**config.mk**
```make
export PLATFORM = sky130hd
export DESIGN_NAME = bgr_to_packed_yuv422_top
export DESIGN_NICKNAME = d
export VERILOG_FILES = /design/src/rtl/b2y_pkg.sv /design/src/rtl/b2y_luma_lane.sv /design/src/rtl/b2y_chroma_lane.sv /design/src/rtl/b2y_pack.sv /design/src/rtl/bgr_to_packed_yuv422_top.sv
export SDC_FILE = /design/constraint.sdc
export NUM_CORES = 1
export LEC_CHECK = 0
export BUFFER_PORTS_ARGS = -buffer_cell sky130_fd_sc_hd__buf_2
export CORE_ASPECT_RATIO = 0.8
export CORE_MARGIN = 1
export CORE_UTILIZATION = 35
export DETAILED_ROUTE_END_ITERATION = 7
export GPL_TIMING_DRIVEN = 0
export HOLD_SLACK_MARGIN = 0.06
export PLACE_DENSITY = 0.53
export SLEW_MARGIN = 10
export SYNTH_ARGS = -nofsm -noshare
export SYNTH_HDL_FRONTEND = slang
export SYNTH_SLANG_ARGS = --single-unit
```
**constraint.sdc**
```tcl
create_clock -name i_clk -period 15.15 [get_ports i_clk]
set_input_delay 0.7575 -clock i_clk [delete_from_list [all_inputs] [get_ports i_clk]]
set_output_delay 0.7575 -clock i_clk [all_outputs]
set_load 0.02 [all_outputs]
```
**src/rtl/b2y_pkg.sv**
```systemverilog
// ----------------------------------------------------------------------------
// b2y_pkg
// Shared types, chroma coefficient sets and the chroma finishing function
// for the BGR pair to packed 4:2:2 converter.
// ----------------------------------------------------------------------------
package b2y_pkg;

    localparam int CHAN_W   = 8;
    localparam int PSUM_W   = CHAN_W + 1;
    localparam int COEF_W   = 8;
    localparam int CSUM_W   = 19;
    localparam int CSHIFT   = 9;
    localparam int COFFSET  = 128;

    typedef enum logic {
        PACK_UYVY = 1'b0,
        PACK_YUY2 = 1'b1
    } t_pack_mode;

    typedef struct packed {
        logic signed [COEF_W-1:0] kr;
        logic signed [COEF_W-1:0] kg;
        logic signed [COEF_W-1:0] kb;
    } t_chroma_coef;

    localparam t_chroma_coef C_U_UYVY = '{kr: -8'sd38, kg: -8'sd74,  kb: 8'sd112};
    localparam t_chroma_coef C_V_UYVY = '{kr: 8'sd112, kg: -8'sd94,  kb: -8'sd18};
    localparam t_chroma_coef C_U_YUY2 = '{kr: -8'sd43, kg: -8'sd84,  kb: 8'sd127};
    localparam t_chroma_coef C_V_YUY2 = '{kr: 8'sd127, kg: -8'sd106, kb: -8'sd21};

    // floor(sum / 512) + 128, saturated to a byte
    function automatic logic [CHAN_W-1:0] chroma_finish(
        input logic signed [CSUM_W-1:0] sum
    );
        logic signed [CSUM_W-CSHIFT-1:0] shifted;
        logic signed [CSUM_W-CSHIFT:0]   biased;
        logic [CHAN_W-1:0]               res;
        shifted = (CSUM_W-CSHIFT)'(sum >>> CSHIFT);
        biased  = (CSUM_W-CSHIFT+1)'(shifted) + (CSUM_W-CSHIFT+1)'(COFFSET);
        if (biased < 0) begin
            res = '0;
        end else if (biased > (CSUM_W-CSHIFT+1)'(255)) begin
            res = '1;
        end else begin
            res = biased[CHAN_W-1:0];
        end
        return res;
    endfunction

endpackage

```
**src/rtl/b2y_luma_lane.sv**
```systemverilog
// ----------------------------------------------------------------------------
// b2y_luma_lane
// One luma lane: (77R + 150G + 29B) >> 8 of one pixel, registered.
// ----------------------------------------------------------------------------
module b2y_luma_lane
    import b2y_pkg::*;
(
    input  logic              i_clk,
    input  logic              i_en,
    input  logic [CHAN_W-1:0] i_r,
    input  logic [CHAN_W-1:0] i_g,
    input  logic [CHAN_W-1:0] i_b,
    output logic [CHAN_W-1:0] o_y
);

    logic [2*CHAN_W-1:0] w_sum;
    logic [CHAN_W-1:0]   r_y;

    // weights add up to 256, so the sum never exceeds 16 bits
    assign w_sum = (2*CHAN_W)'(i_r) * (2*CHAN_W)'(77)
                 + (2*CHAN_W)'(i_g) * (2*CHAN_W)'(150)
                 + (2*CHAN_W)'(i_b) * (2*CHAN_W)'(29);

    always_ff @(posedge i_clk) begin
        if (i_en) begin
            r_y <= w_sum[2*CHAN_W-1:CHAN_W];
        end
    end

    assign o_y = r_y;

endmodule

```
**src/rtl/b2y_chroma_lane.sv**
```systemverilog
// ----------------------------------------------------------------------------
// b2y_chroma_lane
// One chroma lane: weighted sum of the pair sums, registered before finishing.
// ----------------------------------------------------------------------------
module b2y_chroma_lane
    import b2y_pkg::*;
(
    input  logic                     i_clk,
    input  logic                     i_en,
    input  logic [PSUM_W-1:0]        i_rs,
    input  logic [PSUM_W-1:0]        i_gs,
    input  logic [PSUM_W-1:0]        i_bs,
    input  t_chroma_coef             i_coef,
    output logic signed [CSUM_W-1:0] o_sum
);

    logic signed [PSUM_W+COEF_W:0] w_pr;
    logic signed [PSUM_W+COEF_W:0] w_pg;
    logic signed [PSUM_W+COEF_W:0] w_pb;
    logic signed [CSUM_W-1:0]      n_sum;
    logic signed [CSUM_W-1:0]      r_sum;

    assign w_pr  = $signed({1'b0, i_rs}) * i_coef.kr;
    assign w_pg  = $signed({1'b0, i_gs}) * i_coef.kg;
    assign w_pb  = $signed({1'b0, i_bs}) * i_coef.kb;
    assign n_sum = CSUM_W'(w_pr) + CSUM_W'(w_pg) + CSUM_W'(w_pb);

    always_ff @(posedge i_clk) begin
        if (i_en) begin
            r_sum <= n_sum;
        end
    end

    assign o_sum = r_sum;

endmodule

```
**src/rtl/b2y_pack.sv**
```systemverilog
// ----------------------------------------------------------------------------
// b2y_pack
// Merge stage: finish both chroma lanes, order the four bytes by mode and
// hold the word in the output register.
// ----------------------------------------------------------------------------
module b2y_pack
    import b2y_pkg::*;
(
    input  logic                     i_clk,
    input  logic                     i_rst_n,
    input  t_pack_mode               i_mode,
    input  logic                     i_valid,
    output logic                     o_ready,
    input  logic [CHAN_W-1:0]        i_y0,
    input  logic [CHAN_W-1:0]        i_y1,
    input  logic signed [CSUM_W-1:0] i_usum,
    input  logic signed [CSUM_W-1:0] i_vsum,
    output logic                     o_valid,
    input  logic                     i_ready,
    output logic [4*CHAN_W-1:0]      o_data
);

    logic [CHAN_W-1:0]   w_u;
    logic [CHAN_W-1:0]   w_v;
    logic [4*CHAN_W-1:0] n_data;
    logic [4*CHAN_W-1:0] r_data;
    logic                r_valid;
    logic                w_load;

    assign w_u     = chroma_finish(i_usum);
    assign w_v     = chroma_finish(i_vsum);
    assign o_ready = !r_valid || i_ready;
    assign w_load  = i_valid && o_ready;

    always_comb begin
        unique case (i_mode)
            PACK_UYVY: n_data = {i_y1, w_v, i_y0, w_u};
            PACK_YUY2: n_data = {w_v, i_y1, w_u, i_y0};
            default:   n_data = {i_y1, w_v, i_y0, w_u};
        endcase
    end

    always_ff @(posedge i_clk) begin
        if (!i_rst_n) begin
            r_valid <= 1'b0;
        end else if (o_ready) begin
            r_valid <= i_valid;
        end
    end

    always_ff @(posedge i_clk) begin
        if (w_load) begin
            r_data <= n_data;
        end
    end

    assign o_valid = r_valid;
    assign o_data  = r_data;

endmodule

```
**src/rtl/bgr_to_packed_yuv422_top.sv**
```systemverilog
// ----------------------------------------------------------------------------
// bgr_to_packed_yuv422_top
// BGR pixel pair to packed 4:2:2 word (UYVY or YUY2 order).
// ----------------------------------------------------------------------------
// Usage:
//   Slave stream s_*: one word per horizontal pixel pair, six 8-bit channels.
//   Master stream m_*: one packed 4:2:2 word of four bytes per input word.
//   i_cfg_we / i_cfg_wdata write the packing mode (0 UYVY, 1 YUY2); write
//   it only while no word is in flight.
//   Two luma lanes and two chroma lanes run side by side in the first stage;
//   the merge stage finishes chroma, orders the bytes and holds the word in
//   the output register.
//   An accepted s_ word passes the lane registers, then the output register.
//   Throughput: one word per cycle while m_tready stays high.
//   Reset empties both stages and sets UYVY mode.
//   When m_tready is low the output word holds; the lane stage still takes
//   one more word, then s_tready drops until the output drains.
// ----------------------------------------------------------------------------
module bgr_to_packed_yuv422_top
    import b2y_pkg::*;
(
    input  logic                i_clk,
    input  logic                i_rst_n,
    input  logic                i_cfg_we,
    input  logic                i_cfg_wdata,
    input  logic                s_tvalid,
    output logic                s_tready,
    // blue_first, green_first, red_first, blue_second, green_second, red_second
    input  logic [6*CHAN_W-1:0] s_tdata,
    output logic                m_tvalid,
    input  logic                m_tready,
    // out_byte0, out_byte1, out_byte2, out_byte3
    output logic [4*CHAN_W-1:0] m_tdata
);

    t_pack_mode               r_mode;
    logic                     r_v1;
    logic                     w_en1;
    logic                     w_pack_ready;
    logic [CHAN_W-1:0]        w_b1, w_g1, w_r1, w_b2, w_g2, w_r2;
    logic [PSUM_W-1:0]        w_rs, w_gs, w_bs;
    t_chroma_coef             w_ucoef, w_vcoef;
    logic [CHAN_W-1:0]        w_y0, w_y1;
    logic signed [CSUM_W-1:0] w_usum, w_vsum;

    assign w_b1 = s_tdata[0*CHAN_W +: CHAN_W];
    assign w_g1 = s_tdata[1*CHAN_W +: CHAN_W];
    assign w_r1 = s_tdata[2*CHAN_W +: CHAN_W];
    assign w_b2 = s_tdata[3*CHAN_W +: CHAN_W];
    assign w_g2 = s_tdata[4*CHAN_W +: CHAN_W];
    assign w_r2 = s_tdata[5*CHAN_W +: CHAN_W];

    assign w_rs = PSUM_W'(w_r1) + PSUM_W'(w_r2);
    assign w_gs = PSUM_W'(w_g1) + PSUM_W'(w_g2);
    assign w_bs = PSUM_W'(w_b1) + PSUM_W'(w_b2);

    always_comb begin
        unique case (r_mode)
            PACK_UYVY: begin
                w_ucoef = C_U_UYVY;
                w_vcoef = C_V_UYVY;
            end
            PACK_YUY2: begin
                w_ucoef = C_U_YUY2;
                w_vcoef = C_V_YUY2;
            end
            default: begin
                w_ucoef = C_U_UYVY;
                w_vcoef = C_V_UYVY;
            end
        endcase
    end

    assign w_en1    = !r_v1 || w_pack_ready;
    assign s_tready = w_en1;

    always_ff @(posedge i_clk) begin
        if (!i_rst_n) begin
            r_mode <= PACK_UYVY;
        end else if (i_cfg_we) begin
            r_mode <= t_pack_mode'(i_cfg_wdata);
        end
    end

    always_ff @(posedge i_clk) begin
        if (!i_rst_n) begin
            r_v1 <= 1'b0;
        end else if (w_en1) begin
            r_v1 <= s_tvalid;
        end
    end

    b2y_luma_lane u_luma0 (
        .i_clk (i_clk),
        .i_en  (w_en1),
        .i_r   (w_r1),
        .i_g   (w_g1),
        .i_b   (w_b1),
        .o_y   (w_y0)
    );

    b2y_luma_lane u_luma1 (
        .i_clk (i_clk),
        .i_en  (w_en1),
        .i_r   (w_r2),
        .i_g   (w_g2),
        .i_b   (w_b2),
        .o_y   (w_y1)
    );

    b2y_chroma_lane u_chroma_u (
        .i_clk  (i_clk),
        .i_en   (w_en1),
        .i_rs   (w_rs),
        .i_gs   (w_gs),
        .i_bs   (w_bs),
        .i_coef (w_ucoef),
        .o_sum  (w_usum)
    );

    b2y_chroma_lane u_chroma_v (
        .i_clk  (i_clk),
        .i_en   (w_en1),
        .i_rs   (w_rs),
        .i_gs   (w_gs),
        .i_bs   (w_bs),
        .i_coef (w_vcoef),
        .o_sum  (w_vsum)
    );

    b2y_pack u_pack (
        .i_clk   (i_clk),
        .i_rst_n (i_rst_n),
        .i_mode  (r_mode),
        .i_valid (r_v1),
        .o_ready (w_pack_ready),
        .i_y0    (w_y0),
        .i_y1    (w_y1),
        .i_usum  (w_usum),
        .i_vsum  (w_vsum),
        .o_valid (m_tvalid),
        .i_ready (m_tready),
        .o_data  (m_tdata)
    );

    a_reset_empties: assert property (@(posedge i_clk)
        !i_rst_n |=> !r_v1 && !m_tvalid)
        else $error("pipeline not empty after reset");

    a_accept_fills_lanes: assert property (@(posedge i_clk) disable iff (!i_rst_n)
        s_tvalid && s_tready |=> r_v1)
        else $error("accepted word lost in lane stage");

    a_lanes_hold: assert property (@(posedge i_clk) disable iff (!i_rst_n)
        r_v1 && !w_pack_ready |=> r_v1 && $stable(w_y0) && $stable(w_y1)
            && $stable(w_usum) && $stable(w_vsum))
        else $error("lane stage changed while stalled");

    a_lanes_drain: assert property (@(posedge i_clk) disable iff (!i_rst_n)
        r_v1 && w_pack_ready |=> m_tvalid)
        else $error("lane result not moved to output");

endmodule
```
==> results of run 1 <==
[flip-flops by register name, indices dropped and copies added, names as in the netlist]
| name | count |
|---|---|
| u_pack.o_valid | 1 |
| u_chroma_v.o_sum | 10 |
| u_luma1.o_y | 8 |
| u_luma0.o_y | 8 |
| r_mode | 1 |
| r_v1 | 1 |
| u_chroma_u.o_sum | 10 |
| u_pack.o_data | 32 |
[area by class of cell]
cell class	instances	area, µm²	area share, %
tap	769	962	4.26
buffer	28	106	0.471
timing repair buffer	90	487	2.16
clock buffer	9	225	0.998
multi-input combinational	1349	16200	71.9
inverter	632	2370	10.5
clock inverter	6	86.3	0.382
sequential	71	2100	9.31
[worst max-delay path, delay by kind of cell]
family          cells  cell delay, ns
xor+xnor            1            0.96
fa+ha+maj           9            4.20
buf+inv             7            0.67
mux                 1            0.20
compound gates      8            1.78
simple gates        3            0.67
[worst max path at each step]
stage,from,to
finish,s_tdata[17],u_chroma_v.o_sum[15]$_DFFE_PP_
global route,s_tdata[16],u_chroma_v.o_sum[15]$_DFFE_PP_
CTS,s_tdata[16],u_chroma_v.o_sum[15]$_DFFE_PP_
detailed placement,s_tdata[16],u_chroma_v.o_sum[15]$_DFFE_PP_
global placement,s_tdata[17],u_chroma_v.o_sum[15]$_DFFE_PP_
floorplan,s_tdata[16],u_chroma_v.o_sum[15]$_DFFE_PP_
[layer usage]
metal	track usage, %	vias to the layer above	wire length [µm]
li1	-	6619	-
met5	0	-	9
met1	27.8	6885	26700
met2	24.9	257	20600
met4	1.81	2	495
met3	2.70	29	2370
[logic make-up after synthesis]
group                      count (synthesis)
AOI/OAI and AO/OA                        215
and+or+nand+nor                          234
adders and majority gates                789
muxes                                     18
xor gates and xnor gates                  89
DFF                                       71
buffers and inverters                    660
other                                      2
[metrics by stage]
step | utilization, % | hold WS, ns | setup slack [ns]
2_1_floorplan | - | 0.477 | 7.19
3_3_place_gp | 38.0 | 0.487 | 5.69
3_5_place_dp | 38.1 | 0.541 | 5.58
4_1_cts | 38.6 | 0.554 | 5.93
5_1_grt | 38.6 | 0.582 | 5.52
6_report | 38.6 | 0.544 | 5.97
[cells in the final DEF, fill, tap and decap left out, drive strengths merged, types with 5 or more instances in the layout]
master / n
o21a: 9
ha: 415
and3: 9
a21o: 23
or2: 14
a21oi: 59
nand2b: 14
nor3: 8
o21ai: 62
xor2: 23
a211oi: 9
nand2: 61
a2111oi: 5
mux2i: 18
a31oi: 7
nand3: 13
edfxtp: 68
inv: 632
fa: 374
nor2b: 20
nor2: 62
clkbuf: 33
o21bai: 11
and2: 28
buf: 94
xnor2: 66
[Yosys cell counts, drive strengths merged, types with 7 or more instances]
library cell,number,area share (%)
nor2,62,1.1
clkbuf,24,0.43
mux2i,18,0.87
edfxtp,68,9.8
nor3,8,0.19
or2,14,0.42
a31oi,7,0.21
nor2b,20,0.60
a211oi,9,0.35
inv,632,11
a21o,23,0.83
xor2,23,0.97
o21bai,11,0.40
nand2b,14,0.42
o21a,9,0.33
and2,28,0.85
xnor2,66,2.9
ha,415,25
o21ai,62,1.5
fa,374,36
and3,9,0.27
nand2,61,1.1
nand3,13,0.31
a21oi,59,1.4
==> run summary, run 1 <==
=================================================================================
Status                                                               complete, but fails checks
Violations in the final reports                                      design-rule violations
Final cell count without fillers                                             2954
Stage delay of the slowest cell on the critical path                      0.96 ns
Final routed wirelength across all metal layers                          50100 µm
# rows                                                                         79
Post-synthesis sequential element count                                        71
Hold path startpoint                                                 r_v1$_SDFFE_PN0P_
Die area                                                               0.0604 mm²
CTS-repair resized insts                                                        0
Area added between synthesis and finish                                     8.63%
Setup TNS Final                                                              0 ns
CTS HTree Levels                                                                3
Worst reg2reg startpoint                                             r_mode$_SDFFE_PN0P_
HPWL Detailed                                                            44800 µm
Maximum number of pins on one net before global-route repair                   32
Worst-Skew Late Latency                                                   0.35 ns
Library cell used as clock root buffer                                  clkbuf_16
End point of the worst hold path                                     u_pack.o_valid$_SDFFE_PN0N_
Predominant post-synthesis flop cell                                     edfxtp_1
Initial antenna violation count                                                 1
Compound-cell area share of the yosys netlist                               6.67%
Startpoint kind of the worst setup timing path                          input pin
Number of buffers inserted during clock tree synthesis                          9
Core Region                                                            0.0584 mm²
Highest achievable clock rate                                           0.109 GHz
Cell Count Post-Placement                                                    2939
Capturing element type of the critical path                                  flop
GRT Resource Usage Total                                                    17.4%
CP most frequent cell                                                        fa_1
Post-route DRC                                                                 13
TritonCTS clock tree                                                         done
Adder-cell share of the synthesized area                                    61.0%
Syn Area/Cell                                                            10.0 µm²
Number of ports placed on the die boundary                                     88
Initial core utilization                                                    35.6%
Largest buffer count on any clock path                                          2
Number of vias after detailed routing                                       13800
Number of nets in the final layout                                           3024
Avg WL per Cell                                                           17.0 µm
Min Tclk post-route                                                       9.18 ns
Total setup buffers inserted after CTS                                          0
1st-pass router iterations                                                      8
Final Hold Viols                                                                0
Via count of the first global-routing pass                                  14400
Clock skew                                                             0.00670 ns
Hold Path Depth                                                                 1
Relative slew slack                                                         17.2%
Number of antenna-violating nets in the routed design                           0
Reg2reg path depth                                                             23
Syn Std Cell Area                                                      0.0208 mm²
Grt total ovfl                                                                  0
Post-CTS Hold Fix Bufs                                                          0
Worst flop-to-flop path endpoint                                     u_chroma_v.o_sum[15]$_DFFE_PP_
Horiz. Die Dim                                                             274 µm
Pin slew with the least headroom to its limit                             1.24 ns
Height of the chip                                                         220 µm
Yosys synthesis warning count                                                   0
Fraction of the yosys area taken by sequential cells                        10.1%
Max-capacitance violation count                                                 0
Clk pin slew, worst setup/hold paths                                      0.06 ns
Post-synthesis cell type count                                                 60
Synthesized-area fraction occupied by and/or/nand/nor cells                 5.47%
Worst endpoint required time                                             15.23 ns
Unrepaired setup endpoints after global routing                                no
Post-detailed-placement cell area                                      0.0223 mm²
Via/cell ratio                                                               4.67
Period utilization                                                          60.6%
Number of port buffers                                                         87
Fillers                                                                      5756
Post-synthesis xor/xnor area fraction                                       3.90%
CTS sink count                                                                 71
Critical path fanouts, max                                                      8
Final setup fails                                                               0
Total non-filler cell area in the finished layout                      0.0226 mm²
Wire length of the first global-routing pass                             80400 µm
Worst setup path class                                               input pin to flop
Critical path's slowest cell                                               xor2_1
Number of DRC markers in iteration 0                                          859
Number of enable-type register cells in the synthesized netlist                68
Combinational family with the most area after synthesis               adder cells
Fraction of final layout cells sized beyond drive strength 1                6.22%
Count of antenna diodes in the layout                                           0
Worst reg2reg setup slack                                                 6.81 ns
Gp weighted congestion                                                      0.926
Multiplexer share of the synthesized area                                  0.867%
Hold crit path type                                                  flop to flop
Gate count of the mapped netlist                                             2078
Fraction of synthesis flops using an asynchronous set or reset pin             0%
Max Slew Vio Count                                                              0
Data arrival at the endpoint of the critical path                         9.26 ns
=================================================================================
Power of run 1 is left out: the tool's default activity adds up to more than one toggle a clock period on the data nets, which glitch-free logic cannot reach.
==> run 2, diff against run 1 <==
- clock period: 15.15 -> 8.8 ns (I/O delays scaled with it)
==> run summary, run 2 (same netlist as run 1, synthesis figures left out) <==
==================================================================================
Status                                                                complete, but fails checks   unchanged
Violations in the final reports                                       design-rule violations   unchanged
Via/cell ratio                                                                4.69   was 4.67
Final Hold Viols                                                                 0   unchanged
Number of port buffers                                                          87   unchanged
Post-detailed-placement cell area                                       0.0223 mm²   unchanged
Worst-Skew Late Latency                                                    0.34 ns   was 0.35 ns
Relative slew slack                                                          24.2%   was 17.2%
Count of antenna diodes in the layout                                            0   unchanged
Max Slew Vio Count                                                               0   unchanged
HPWL Detailed                                                             44800 µm   unchanged
Clock skew                                                              0.00620 ns   was 0.00670 ns
Worst endpoint required time                                               8.88 ns   was 15.23 ns
Final routed wirelength across all metal layers                           50300 µm   was 50100 µm
Hold slack final                                                          0.327 ns   was 0.544 ns
Stage delay of the slowest cell on the critical path                       0.65 ns   was 0.96 ns
Critical path fanouts, max                                                      10   was 8
Top library cells by usage in the layout, fill and taps aside         inv_1 (631), ha_1 (415), fa_1 (374), buf_2 (88), edfxtp_1 (68)   unchanged
Via count of the first global-routing pass                                   14400   about the same
Number of vias after detailed routing                                        13800   about the same
Number of nets in the final layout                                            3024   unchanged
Hold crit path type                                                   input pin to flop   was flop to flop
Hold path startpoint                                                       i_rst_n   was r_v1$_SDFFE_PN0P_
GRT Resource Usage Total                                                     17.4%   unchanged
Final setup fails                                                                0   unchanged
Initial antenna violation count                                                  1   unchanged
Height of the chip                                                          220 µm   unchanged
Die area                                                                0.0604 mm²   unchanged
Post-route DRC                                                                  13   unchanged
Clk pin slew, worst setup/hold paths                                       0.06 ns   about the same
Area added between synthesis and finish                                      8.89%   was 8.63%
Number of ports placed on the die boundary                                      88   unchanged
Fraction of final layout cells sized beyond drive strength 1                 6.50%   was 6.22%
Wire length of the first global-routing pass                              80400 µm   about the same
Startpoint kind of the worst setup timing path                           input pin   unchanged
CP most frequent cell                                                         fa_1   unchanged
Avg WL per Cell                                                            17.0 µm   about the same
Horiz. Die Dim                                                              274 µm   unchanged
TritonCTS clock tree                                                          done   unchanged
Maximum number of pins on one net before global-route repair                    32   unchanged
Largest buffer count on any clock path                                           2   unchanged
Min Tclk post-route                                                        8.26 ns
Fillers                                                                       5750   was 5756
Flip-flop count of the largest register, all copies and words added             32   unchanged
Gp weighted congestion                                                       0.926   unchanged
Buffer and inverter count on the worst path                                      5   was 7
1st-pass router iterations                                                       7   was 8
Met3 global-route usage                                                      2.70%   unchanged
Kind of cell adding the most delay to the critical path                adder cells   unchanged
Highest achievable clock rate                                            0.121 GHz
Worst setup startpoint                                                 s_tdata[17]   unchanged
Capturing element type of the critical path                                   flop   unchanged
Leading cell type in the layout, fill and taps excluded                      inv_1   unchanged
CTS sink count                                                                  71   unchanged
Unrepaired setup endpoints after global routing                                 no   unchanged
Max-capacitance violation count                                                  0   unchanged
Worst reg2reg startpoint                                              r_mode$_SDFFE_PN0P_   unchanged
CTS HTree Levels                                                                 3   unchanged
Data arrival at the endpoint of the critical path                          8.34 ns   was 9.26 ns
Initial core utilization                                                     35.6%   unchanged
Setup TNS Final                                                               0 ns   unchanged
Grt total ovfl                                                                   0   unchanged
Period utilization                                                           93.8%
Number of DRC markers in iteration 0                                           871   was 859
GRT met1 Usage                                                               27.8%   about the same
Library cell used as clock root buffer                                   clkbuf_16   unchanged
Number of antenna-violating nets in the routed design                            0   unchanged
Number of buffers inserted during clock tree synthesis                           9   unchanged
Busiest layer in global routing                                               met1   unchanged
Core Region                                                             0.0584 mm²   unchanged
# rows                                                                          79   unchanged
Worst setup path class                                                input pin to flop   unchanged
Routing usage on met2                                                        24.9%   about the same
Pin slew with the least headroom to its limit                              1.13 ns   was 1.24 ns
Total non-filler cell area in the finished layout                       0.0226 mm²   about the same
Critical path's slowest cell                                                xor2_2   was xor2_1
==================================================================================
## run 2: cell type report
cell class                      count  area (µm²)  area share [%]
Clock inverter                      6        86.3           0.382
Clock buffer                        9         225           0.995
Timing Repair Buffer               90         487            2.15
Tap cell                          769         962            4.25
Sequential cell                    71        2100            9.29
Buffer                             28         106           0.470
Inverter                          632        2370            10.5
Multi-Input combinational cell   1349       16300            72.0
## run 2: worst paths after layout
check                                                 endpoint  slack (ns)  depth (start not counted)
worst max register to register  u_chroma_v.o_sum[15]$_DFFE_PP_        0.66                         23
worst min-delay path               u_pack.o_valid$_SDFFE_PN0N_        0.33                          2
worst min register to register     u_pack.o_valid$_SDFFE_PN0N_        0.54                          1
worst max-delay path            u_chroma_v.o_sum[15]$_DFFE_PP_        0.54                         28
## run 2: what timing repair did
item                       in CTS  in global routing
cloned                          0                  0
setup endpoints to repair       5                 12
hold buffers                    0                  0
resized for setup               1                  7
buffers inserted                0                  0
## run 2: metrics by stage
| stage | setup slack, ns | util [%] | std cells |
|---|---|---|---|
| 2_1_floorplan | 1.16 | - | 2080 |
| 3_3_place_gp | -0.347 | 38.0 | 2936 |
| 3_5_place_dp | -0.457 | 38.1 | 2939 |
| 4_1_cts | 0.0159 | 38.6 | 2954 |
| 5_1_grt | 0.126 | 38.7 | 2954 |
| 6_report | 0.542 | 38.7 | 2954 |
## run 2: layer usage
| layer | vias up | share of wire (%) |
|---|---|---|
| met2 | 250 | 41 |
| li1 | 6620 | - |
| met5 | - | 0.018 |
| met1 | 6940 | 53 |
| met3 | 28 | 5.0 |
| met4 | 2 | 1.0 |
Power of run 2 is left out for the same reason.
